**src/hdl/ipv4_receive_header_check_assert.svh**
```systemverilog
// Assertion macros for the IPv4 receive header check.
`ifndef IPV4_RECEIVE_HEADER_CHECK_ASSERT_SVH
`define IPV4_RECEIVE_HEADER_CHECK_ASSERT_SVH

// Same-cycle implication, disabled during reset.
`define IPV4RHC_ASSERT_NOW(label, ante, cons, msg) \
  label: assert property (@(posedge clk) disable iff (rst) (ante) |-> (cons)) \
    else $error(msg);

// Next-cycle implication, disabled during reset.
`define IPV4RHC_ASSERT_NEXT(label, ante, cons, msg) \
  label: assert property (@(posedge clk) disable iff (rst) (ante) |=> (cons)) \
    else $error(msg);

`endif

```
**src/hdl/ipv4rhc_pkg.sv**
```systemverilog
// Types, constants and the verdict function of the IPv4 receive header check.
`default_nettype none

package ipv4rhc_pkg;

  localparam int MAX_FRAME_BYTES_DEFAULT = 1500;
  localparam int HANDLER_SLOTS_DEFAULT   = 8;
  localparam int TABLE_SLOTS             = 8;

  localparam logic [5:0]  HDR_MIN_BYTES = 6'd20;
  localparam logic [3:0]  IP_VERSION    = 4'd4;
  localparam logic [15:0] FRAG_MASK     = 16'h3FFF;
  localparam logic [31:0] BCAST_ADDR    = 32'hFFFF_FFFF;
  localparam logic [15:0] COUNT_MAX     = 16'hFFFF;

  // Status codes
  localparam logic [2:0] ST_DELIVERED  = 3'd0;
  localparam logic [2:0] ST_HDR_ERROR  = 3'd1;
  localparam logic [2:0] ST_FRAGMENT   = 3'd2;
  localparam logic [2:0] ST_NOT_FOR_US = 3'd3;
  localparam logic [2:0] ST_NO_HANDLER = 3'd4;

  // Register indexes
  localparam logic [1:0] REG_LOCAL_ADDRESS = 2'd0;
  localparam logic [1:0] REG_SUBNET_MASK   = 2'd1;
  localparam logic [1:0] REG_IF_CONFIGURED = 2'd2;
  localparam logic [1:0] REG_PROTO_TABLE   = 2'd3;

  typedef struct packed {
    logic [7:0] data_byte;
    logic       last_byte;
  } in_item_t;

  typedef struct packed {
    logic [2:0]  status;
    logic [2:0]  handler_slot;
    logic [31:0] source_address;
    logic [31:0] destination_address;
    logic [7:0]  protocol_number;
    logic [7:0]  time_to_live;
    logic [5:0]  payload_offset;
    logic [15:0] body_length;
  } out_item_t;

  // Header summary of one finished frame.
  typedef struct packed {
    logic [15:0] frame_len;
    logic [7:0]  first_byte;
    logic [15:0] dgram_length;
    logic [15:0] fragment;
    logic [7:0]  ttl;
    logic [7:0]  protocol;
    logic [31:0] source;
    logic [31:0] destination;
    logic [21:0] sum;
  } frame_t;

  function automatic out_item_t verdict(
    input frame_t      f,
    input logic [31:0] local_address,
    input logic [31:0] subnet_mask,
    input logic        filter_on,
    input logic [63:0] proto_table,
    input logic [3:0]  slots,
    input logic [15:0] max_frame
  );
    out_item_t   r;
    logic [5:0]  hl;
    logic [16:0] fold1;
    logic [16:0] fold2;
    logic [31:0] dbc;
    logic        hdr_err;
    logic        found;
    logic [2:0]  slot;
    logic [7:0]  p;
    hl    = {f.first_byte[3:0], 2'b00};
    fold1 = {1'b0, f.sum[15:0]} + {11'b0, f.sum[21:16]};
    fold2 = {1'b0, fold1[15:0]} + {16'b0, fold1[16]};
    dbc   = (local_address & subnet_mask) | ~subnet_mask;
    hdr_err = (f.frame_len < 16'(HDR_MIN_BYTES)) || (f.frame_len > max_frame)
           || (f.first_byte[7:4] != IP_VERSION) || (hl < HDR_MIN_BYTES)
           || ({10'b0, hl} > f.dgram_length) || (f.dgram_length > f.frame_len)
           || (fold2 != {1'b0, COUNT_MAX});
    found = 1'b0;
    slot  = 3'd0;
    for (int i = 0; i < TABLE_SLOTS; i++) begin
      p = proto_table[8*i +: 8];
      if (!found && (4'(i) < slots) && (p != 8'd0) && (p == f.protocol)) begin
        found = 1'b1;
        slot  = 3'(i);
      end
    end
    r.source_address      = f.source;
    r.destination_address = f.destination;
    r.protocol_number     = f.protocol;
    r.time_to_live        = f.ttl;
    r.payload_offset      = hl;
    r.body_length         = f.dgram_length - {10'b0, hl};
    r.handler_slot        = 3'd0;
    if (hdr_err) begin
      r = '0;
      r.status = ST_HDR_ERROR;
    end else if ((f.fragment & FRAG_MASK) != 16'd0) begin
      r.status = ST_FRAGMENT;
    end else if (filter_on && (f.destination != BCAST_ADDR) && (f.destination != dbc)
                 && (f.destination != local_address)) begin
      r.status = ST_NOT_FOR_US;
    end else if (!found) begin
      r.status = ST_NO_HANDLER;
    end else begin
      r.status       = ST_DELIVERED;
      r.handler_slot = slot;
    end
    return r;
  endfunction

endpackage

`default_nettype wire

```
**src/hdl/ipv4_receive_header_check.sv**
```systemverilog
// IPv4 receive header check: top level with config registers and verdict stages.
//
//   channel  | handshake             | payload
//   ---------+-----------------------+----------------------------------
//   in       | in_valid / in_ready   | in_item  (one packet byte + last mark)
//   out      | out_valid / out_ready | out_item (verdict and header fields)
//   cfg      | cfg_write_enable      | cfg_index, cfg_write_data
//
// One byte per cycle while in_ready is high; each accepted byte is captured and added.
// After its last byte, a verdict passes through the frame summary register,
// then the verdict logic into the output register.
// A stalled output holds one result and one summary; in_ready drops only then.
// Synchronous reset clears the config registers, the capture state and both valid flags.
`default_nettype none
`include "ipv4_receive_header_check_assert.svh"

module ipv4_receive_header_check #(
  parameter int MAX_FRAME_BYTES = ipv4rhc_pkg::MAX_FRAME_BYTES_DEFAULT,
  parameter int HANDLER_SLOTS   = ipv4rhc_pkg::HANDLER_SLOTS_DEFAULT
) (
  input  logic                  clk,
  input  logic                  rst,
  input  logic                  in_valid,
  output logic                  in_ready,
  input  ipv4rhc_pkg::in_item_t  in_item,
  output logic                  out_valid,
  input  logic                  out_ready,
  output ipv4rhc_pkg::out_item_t out_item,
  input  logic                  cfg_write_enable,
  input  logic [1:0]            cfg_index,
  input  logic [63:0]           cfg_write_data
);
  import ipv4rhc_pkg::*;

  logic [31:0] local_address;
  logic [31:0] subnet_mask;
  logic        interface_configured;
  logic [63:0] protocol_table;

  logic   in_accept;
  logic   snap_valid;
  logic   snap_advance;
  frame_t frame_next;
  frame_t snap;

  always_ff @(posedge clk) begin
    if (rst) begin
      local_address        <= '0;
      subnet_mask          <= '0;
      interface_configured <= 1'b0;
      protocol_table       <= '0;
    end else if (cfg_write_enable) begin
      unique case (cfg_index)
        REG_LOCAL_ADDRESS: local_address        <= cfg_write_data[31:0];
        REG_SUBNET_MASK:   subnet_mask          <= cfg_write_data[31:0];
        REG_IF_CONFIGURED: interface_configured <= cfg_write_data[0];
        REG_PROTO_TABLE:   protocol_table       <= cfg_write_data;
      endcase
    end
  end

  assign snap_advance = !out_valid || out_ready;
  assign in_ready     = !snap_valid || snap_advance;
  assign in_accept    = in_valid && in_ready;

  ipv4rhc_header_capture u_capture (
    .clk    (clk),
    .rst    (rst),
    .accept (in_accept),
    .item   (in_item),
    .frame  (frame_next)
  );

  always_ff @(posedge clk) begin
    if (rst) begin
      snap_valid <= 1'b0;
      out_valid  <= 1'b0;
    end else begin
      if (in_accept && in_item.last_byte) begin
        snap_valid <= 1'b1;
      end else if (snap_advance) begin
        snap_valid <= 1'b0;
      end
      if (snap_advance) begin
        out_valid <= snap_valid;
      end
    end
  end

  always_ff @(posedge clk) begin
    if (in_accept && in_item.last_byte) begin
      snap <= frame_next;
    end
    if (snap_advance && snap_valid) begin
      out_item <= verdict(snap, local_address, subnet_mask, interface_configured,
                          protocol_table, 4'(HANDLER_SLOTS), 16'(MAX_FRAME_BYTES));
    end
  end

  `IPV4RHC_ASSERT_NOW(a_hdr_err_zero,
    out_valid && out_item.status == ST_HDR_ERROR,
    out_item.source_address == 32'd0 && out_item.body_length == 16'd0
      && out_item.handler_slot == 3'd0,
    "header error result carries fields")
  `IPV4RHC_ASSERT_NOW(a_slot_only_delivered,
    out_valid && out_item.status != ST_DELIVERED, out_item.handler_slot == 3'd0,
    "handler slot set on undelivered packet")
  `IPV4RHC_ASSERT_NEXT(a_last_fills_snap, in_accept && in_item.last_byte, snap_valid,
    "frame summary lost after last byte")
  `IPV4RHC_ASSERT_NOW(a_full_blocks_input, snap_valid && out_valid && !out_ready, !in_ready,
    "request taken with both stages full")

endmodule

`default_nettype wire

```
**src/hdl/ipv4rhc_header_capture.sv**
```systemverilog
// Per-byte header field capture and ones' complement accumulation.
`default_nettype none

module ipv4rhc_header_capture (
  input  logic                 clk,
  input  logic                 rst,
  input  logic                 accept,
  input  ipv4rhc_pkg::in_item_t item,
  output ipv4rhc_pkg::frame_t   frame
);
  import ipv4rhc_pkg::*;

  logic [15:0] byte_count, byte_count_next;
  logic [21:0] checksum_sum, checksum_sum_next;
  logic [7:0]  first_header_byte, first_header_byte_next;
  logic [15:0] dgram_length_field, dgram_length_field_next;
  logic [15:0] fragment_field, fragment_field_next;
  logic [7:0]  captured_ttl, captured_ttl_next;
  logic [7:0]  captured_protocol, captured_protocol_next;
  logic [31:0] captured_source, captured_source_next;
  logic [31:0] captured_destination, captured_destination_next;
  logic [7:0]  pending_high_byte, pending_high_byte_next;
  logic [5:0]  hl_next;
  logic [7:0]  b;

  always_comb begin
    b = item.data_byte;
    first_header_byte_next    = (byte_count == 16'd0) ? b : first_header_byte;
    dgram_length_field_next   = dgram_length_field;
    fragment_field_next       = fragment_field;
    captured_ttl_next         = (byte_count == 16'd8) ? b : captured_ttl;
    captured_protocol_next    = (byte_count == 16'd9) ? b : captured_protocol;
    captured_source_next      = captured_source;
    captured_destination_next = captured_destination;
    pending_high_byte_next    = pending_high_byte;
    checksum_sum_next         = checksum_sum;
    if (byte_count == 16'd2) dgram_length_field_next[15:8] = b;
    if (byte_count == 16'd3) dgram_length_field_next[7:0]  = b;
    if (byte_count == 16'd6) fragment_field_next[15:8]     = b;
    if (byte_count == 16'd7) fragment_field_next[7:0]      = b;
    if (byte_count >= 16'd12 && byte_count <= 16'd15) begin
      captured_source_next = {captured_source[23:0], b};
    end
    if (byte_count >= 16'd16 && byte_count <= 16'd19) begin
      captured_destination_next = {captured_destination[23:0], b};
    end
    // header length comes from byte 0, which may be this very byte
    hl_next = {first_header_byte_next[3:0], 2'b00};
    if (byte_count < {10'b0, hl_next}) begin
      if (!byte_count[0]) begin
        pending_high_byte_next = b;
      end else begin
        checksum_sum_next = checksum_sum + {6'b0, pending_high_byte, b};
      end
    end
    byte_count_next = (byte_count == COUNT_MAX) ? byte_count : byte_count + 16'd1;
  end

  always_comb begin
    frame.frame_len    = byte_count_next;
    frame.first_byte   = first_header_byte_next;
    frame.dgram_length = dgram_length_field_next;
    frame.fragment     = fragment_field_next;
    frame.ttl          = captured_ttl_next;
    frame.protocol     = captured_protocol_next;
    frame.source       = captured_source_next;
    frame.destination  = captured_destination_next;
    frame.sum          = checksum_sum_next;
  end

  always_ff @(posedge clk) begin
    if (rst || (accept && item.last_byte)) begin
      byte_count           <= '0;
      checksum_sum         <= '0;
      first_header_byte    <= '0;
      dgram_length_field   <= '0;
      fragment_field       <= '0;
      captured_ttl         <= '0;
      captured_protocol    <= '0;
      captured_source      <= '0;
      captured_destination <= '0;
      pending_high_byte    <= '0;
    end else if (accept) begin
      byte_count           <= byte_count_next;
      checksum_sum         <= checksum_sum_next;
      first_header_byte    <= first_header_byte_next;
      dgram_length_field   <= dgram_length_field_next;
      fragment_field       <= fragment_field_next;
      captured_ttl         <= captured_ttl_next;
      captured_protocol    <= captured_protocol_next;
      captured_source      <= captured_source_next;
      captured_destination <= captured_destination_next;
      pending_high_byte    <= pending_high_byte_next;
    end
  end

endmodule

`default_nettype wire
```
**config.mk**
```make
export PLATFORM = sky130hd
export DESIGN_NAME = ipv4_receive_header_check
export DESIGN_NICKNAME = d
export VERILOG_FILES = /design/src/hdl/ipv4rhc_pkg.sv /design/src/hdl/ipv4_receive_header_check.sv /design/src/hdl/ipv4rhc_header_capture.sv
export VERILOG_INCLUDE_DIRS = /design/src /design/src/hdl
export SDC_FILE = /design/constraint.sdc
export NUM_CORES = 1
export LEC_CHECK = 0
export BUFFER_PORTS_ARGS = -buffer_cell sky130_fd_sc_hd__buf_2
export CAP_MARGIN = 20
export CORE_ASPECT_RATIO = 1.4
export CORE_MARGIN = 1.5
export CORE_UTILIZATION = 40
export DETAILED_ROUTE_END_ITERATION = 8
export GPL_TIMING_DRIVEN = 0
export REMOVE_ABC_BUFFERS = 1
export SYNTH_ARGS = -nofsm -noshare
export SYNTH_HDL_FRONTEND = slang
export SYNTH_SLANG_ARGS = --single-unit
```
**constraint.sdc**
```tcl
create_clock -name clk -period 7.2 [get_ports clk]
set_input_delay 1.44 -clock clk [delete_from_list [all_inputs] [get_ports clk]]
set_output_delay 1.44 -clock clk [all_outputs]
set_load 0.02 [all_outputs]
```
==> metrics.txt <==
top post-synthesis cells by area edfxtp_1 (31%), dfxtp_1 (24%), nand2_1 (7.8%); Pins Over Slew Limit 0; crit path kind reg -> reg; Synth Register Bits 557; Filler Cell Count 5,831; HP Class reg -> reg; Port Buffers 187; worst r2r src snap[0]$_DFFE_PP_; DRC 0; num rows between 100 and 150; fmax roughly 0.19 GHz; Total Wirelength just under 70,000 um; global route overflow 0; Hold Slack 450.9 ps; CP Max Fanout 24; vias in the first global route 18,490; H-tree depth 2; Overall Global Routing Usage 0.2060; CTS tree built; Inserted Clock Buffers 54; crit path launch type flip-flop; Starting Density 0.4039; max_slew headroom 0.3027; worst hold path stage count 2; layout cells sized above 1 0.1624; First-pass DRT Iterations 5; Psw about 1.6 mW; hold_buf cts 0; Flop pwr share 0.508; routed vias/inst 5.344; CTS sink count between 500 and 600; cell accounting for the most synthesized area edfxtp_1; critical path data arrival time about 5600 ps; synth warn 0; R2R setup slack roughly 1900 ps; CP required ~7600 ps; CP most frequent cell ha_1; GP Congestion approximately 0.92; Async S/R FF share, synth 0; slowest CP cell a2111o_1; Post-Syn Area ~0.025 mm^2; Design Power ~6.8 mW; routed vias approximately 19,000; Top delay family on crit path simple AND/OR/NAND/NOR gates; worst path cell trace ha_1 > fa_1 > a21oi_1 > o21ai_0 > nand3_1 > nor2_1 > ha_1 > ha_1 > nor2b_1 > nand4_1 > or4_1 > nor4_1 > o2111ai_1 > a2111o_1 > nor4_1; endpoints failing setup 0; initial DRC count 1,309; delay of the slowest critical-path stage about 790 ps; CTS clk-pin slew, worst paths ~60 ps; met1 Track Usage GR 0.2271; global route hottest layer met2; EDFF count, synth 262; post-synthesis simple-gate area fraction 0.1750; HP Start u_capture.fragment_field[12]$_SDFFE_PP0P_; Synth Area in XOR/XNOR 0.05501; status complete, no violations; Die Wd between 200 and 250 um; Yosys top cell area share 0.3148; crit end category flip-flop; FF-to-FF End out_item[103]$_SDFFCE_PP0P_; Post-DRT Antenna Nets 0; met3 GRT Util 0.02239; Adder-Cell Fraction of Synth Area 0.02793; Pwr Density 238.0 mW/mm^2; sequential area share after synthesis 0.5510; Post-CTS Setup Inserts 0; Synth Area in Compound Gates 0.1019; Comb pwr share 0.076; Core Area about 0.062 mm^2; IR drop worst, VDD 0.0001757 V; Die H approximately 300 um; slew of the pin with the lowest slew margin slightly above 1000 ps; post-cts resize count 0; first-pass GRT wire length 104,100 um; mux cell area share after synthesis 0.06192; largest net degree at the start of global routing 96; clk buf depth 3; RSZ-0062 raised after global routing false; clk_lat worst skew around 580 ps; min cycle time layout between 5000 and 6000 ps; fin nets 2,755; initial antenna violation count 2; final hold vios 0; final worst-path cycle share 0.7300; switching fraction of total power 0.2344; Avg Cell Area, Syn approximately 10 um^2; P_leak 10.73 nW; skew final around 16 ps; Synth cell types between 60 and 70; DIE AREA approximately 0.064 mm^2; Int Power about 5.2 mW; Synth Flop Type dfxtp_1; largest family of logic cells by synthesized area simple AND/OR/NAND/NOR gates; WL/cell slightly below 20 um; I/O pin count between 150 and 200; GR met2 Demand/Resource 0.3971; Syn Inst Count roughly 2,500; Reg2Reg Depth 15; hpwl dp roughly 47,000 um; Clock Power Share 0.417; synthesis-to-finish area growth 14.82%; Worst Hold End u_capture.fragment_field[12]$_SDFFE_PP0P_; max_cap viols 0; root buf cell clkbuf_16; WP buf/inv 0
-- sequential cells by signal (all words and copies together) (netlist names), 14 cells and up --
name and flops:
out_item 106, u_capture.captured_source 32, u_capture.fragment_field 14, u_capture.checksum_sum 22, u_capture.captured_destination 32, u_capture.dgram_length_field 16, local_address 32, snap 156
u_capture.byte_count 16, subnet_mask 32, protocol_table 64
-- power groups by stage --
| stage | clock network [mW] | logic (mW) | registers (mW) |
|---|---|---|---|
| 2_1_floorplan | 0 | 0.293 | 3.54 |
| 3_3_place_gp | 0 | 0.493 | 3.55 |
| 3_5_place_dp | 0 | 0.519 | 3.54 |
| 4_1_cts | 2.91 | 0.522 | 3.47 |
| 5_1_grt | 3.02 | 0.565 | 3.48 |
| 6_report | 2.85 | 0.518 | 3.47 |
-- worst max-delay path by stage --
stage / start / slack (ps) / depth (start not counted) / to
6_report: snap[0]$_DFFE_PP_ / 1940 / 15 / out_item[103]$_SDFFCE_PP0P_
4_1_cts: snap[0]$_DFFE_PP_ / 1870 / 18 / out_item[48]$_SDFFCE_PP0P_
2_1_floorplan: out_ready / -1190 / 8 / u_capture.checksum_sum[15]$_SDFFE_PP0P_
3_3_place_gp: out_ready / -4820 / 9 / u_capture.checksum_sum[15]$_SDFFE_PP0P_
3_5_place_dp: out_ready / 1890 / 11 / u_capture.first_header_byte[5]$_SDFFE_PP0P_
5_1_grt: snap[0]$_DFFE_PP_ / 1610 / 15 / out_item[103]$_SDFFCE_PP0P_
-- cell families after synthesis --
family          Yosys count
simple gates            968
flops                   557
compound gates          438
buf+inv                 174
xor+xnor                157
mux                     140
fa+ha+maj                54
other cells               1
-- metal layers --
metal | vias up | wire (um)
li1 | 8971 | -
met1 | 9077 | 25870
met2 | 476 | 36280
met3 | 134 | 2595
met4 | 2 | 2709
met5 | - | 13
-- worst min-delay path, delay by kind of cell (launching register included) --
| kind | cells | cell delay (ps) |
|---|---|---|
| flip-flops | 1 | 310 |
| AO/OA/AOI/OAI | 1 | 50 |
| AND/OR/NAND/NOR | 1 | 50 |
-- area by class of cell --
cell class              instances  area, um^2  area share
well taps                     825        1032     0.03597
clock buffers                  84        1627     0.05668
multi-input cells            1759       10600      0.3694
clock inverters                17       166.4    0.005799
flip-flops and latches        557       13770      0.4799
repair buffers                208        1335     0.04652
diodes                          1       2.502  0.00008720
inverters                      41       161.4    0.005624
-- cell usage in the layout, fill, tap and decap left out, types with 6 or more instances in the layout --
master / instances
ha_1: 51
a21oi_1: 284
nor2b_1: 12
o31ai_1: 6
nand2b_1: 16
nand2_1: 521
clkbuf_8: 12
nor2_1: 140
nand4_1: 26
a2111oi_0: 9
nor3_1: 32
a21o_1: 8
o211ai_1: 15
clkinv_2: 11
clkbuf_1: 16
mux2i_1: 25
edfxtp_1: 262
a31oi_1: 6
xor2_1: 109
a211oi_1: 10
buf_6: 7
or4_1: 6
buf_16: 7
buf_2: 186
o22ai_1: 10
nor4_1: 48
inv_1: 40
dfxtp_1: 295
nand3_1: 32
mux2_2: 114
clkbuf_16: 56
xnor2_1: 48
o21a_1: 11
and2_1: 84
nor3b_1: 6
or3_1: 7
o21ai_0: 42
-- through the flow --
step                utilization  std cells  cell area (um^2)  worst slack [ps]  setup TNS (ps)
finish                   0.4637       3492             28700              1944               0
floorplan                     -       2357             24480             -1194         -158800
CTS                      0.4632       3490             28670              1875               0
global route             0.4637       3492             28700              1609               0
global placement         0.4273       3369             26450             -4816        -1328000
detailed placement       0.4343       3389             26880              1890               0
-- synthesized netlist by cell type (3+ instances only) --
| cell | number |
|---|---|
| inv_1 | 41 |
| fa_1 | 3 |
| mux2_2 | 114 |
| buf_2 | 4 |
| nand4_1 | 26 |
| nand2b_1 | 16 |
| nand3b_1 | 4 |
| o2111ai_1 | 4 |
| a221oi_1 | 4 |
| a22oi_1 | 5 |
| and2_1 | 85 |
| o21ai_0 | 42 |
| or3_1 | 7 |
| nand3_1 | 33 |
| edfxtp_1 | 262 |
| nor2_1 | 142 |
| clkbuf_2 | 8 |
| clkbuf_1 | 111 |
| nand2_1 | 522 |
| dfxtp_1 | 295 |
| and4_1 | 4 |
| nor3b_1 | 7 |
| a31oi_1 | 6 |
| a21o_1 | 8 |
| o21bai_1 | 4 |
| nor3_1 | 33 |
| nor4b_1 | 3 |
| a2111oi_0 | 9 |
| o31ai_1 | 6 |
| xor2_1 | 109 |
| o21a_1 | 11 |
| mux2i_1 | 25 |
| xnor2_1 | 48 |
| and3_1 | 6 |
| o22ai_1 | 10 |
| a21oi_1 | 284 |
| nor4_1 | 48 |
| or2_2 | 6 |
| ha_1 | 51 |
| o211ai_1 | 15 |
| or4_1 | 6 |
| nor2b_1 | 13 |
| buf_1 | 8 |
| a211oi_1 | 10 |
No activity file was read; power rests on OpenSTA's default activity.
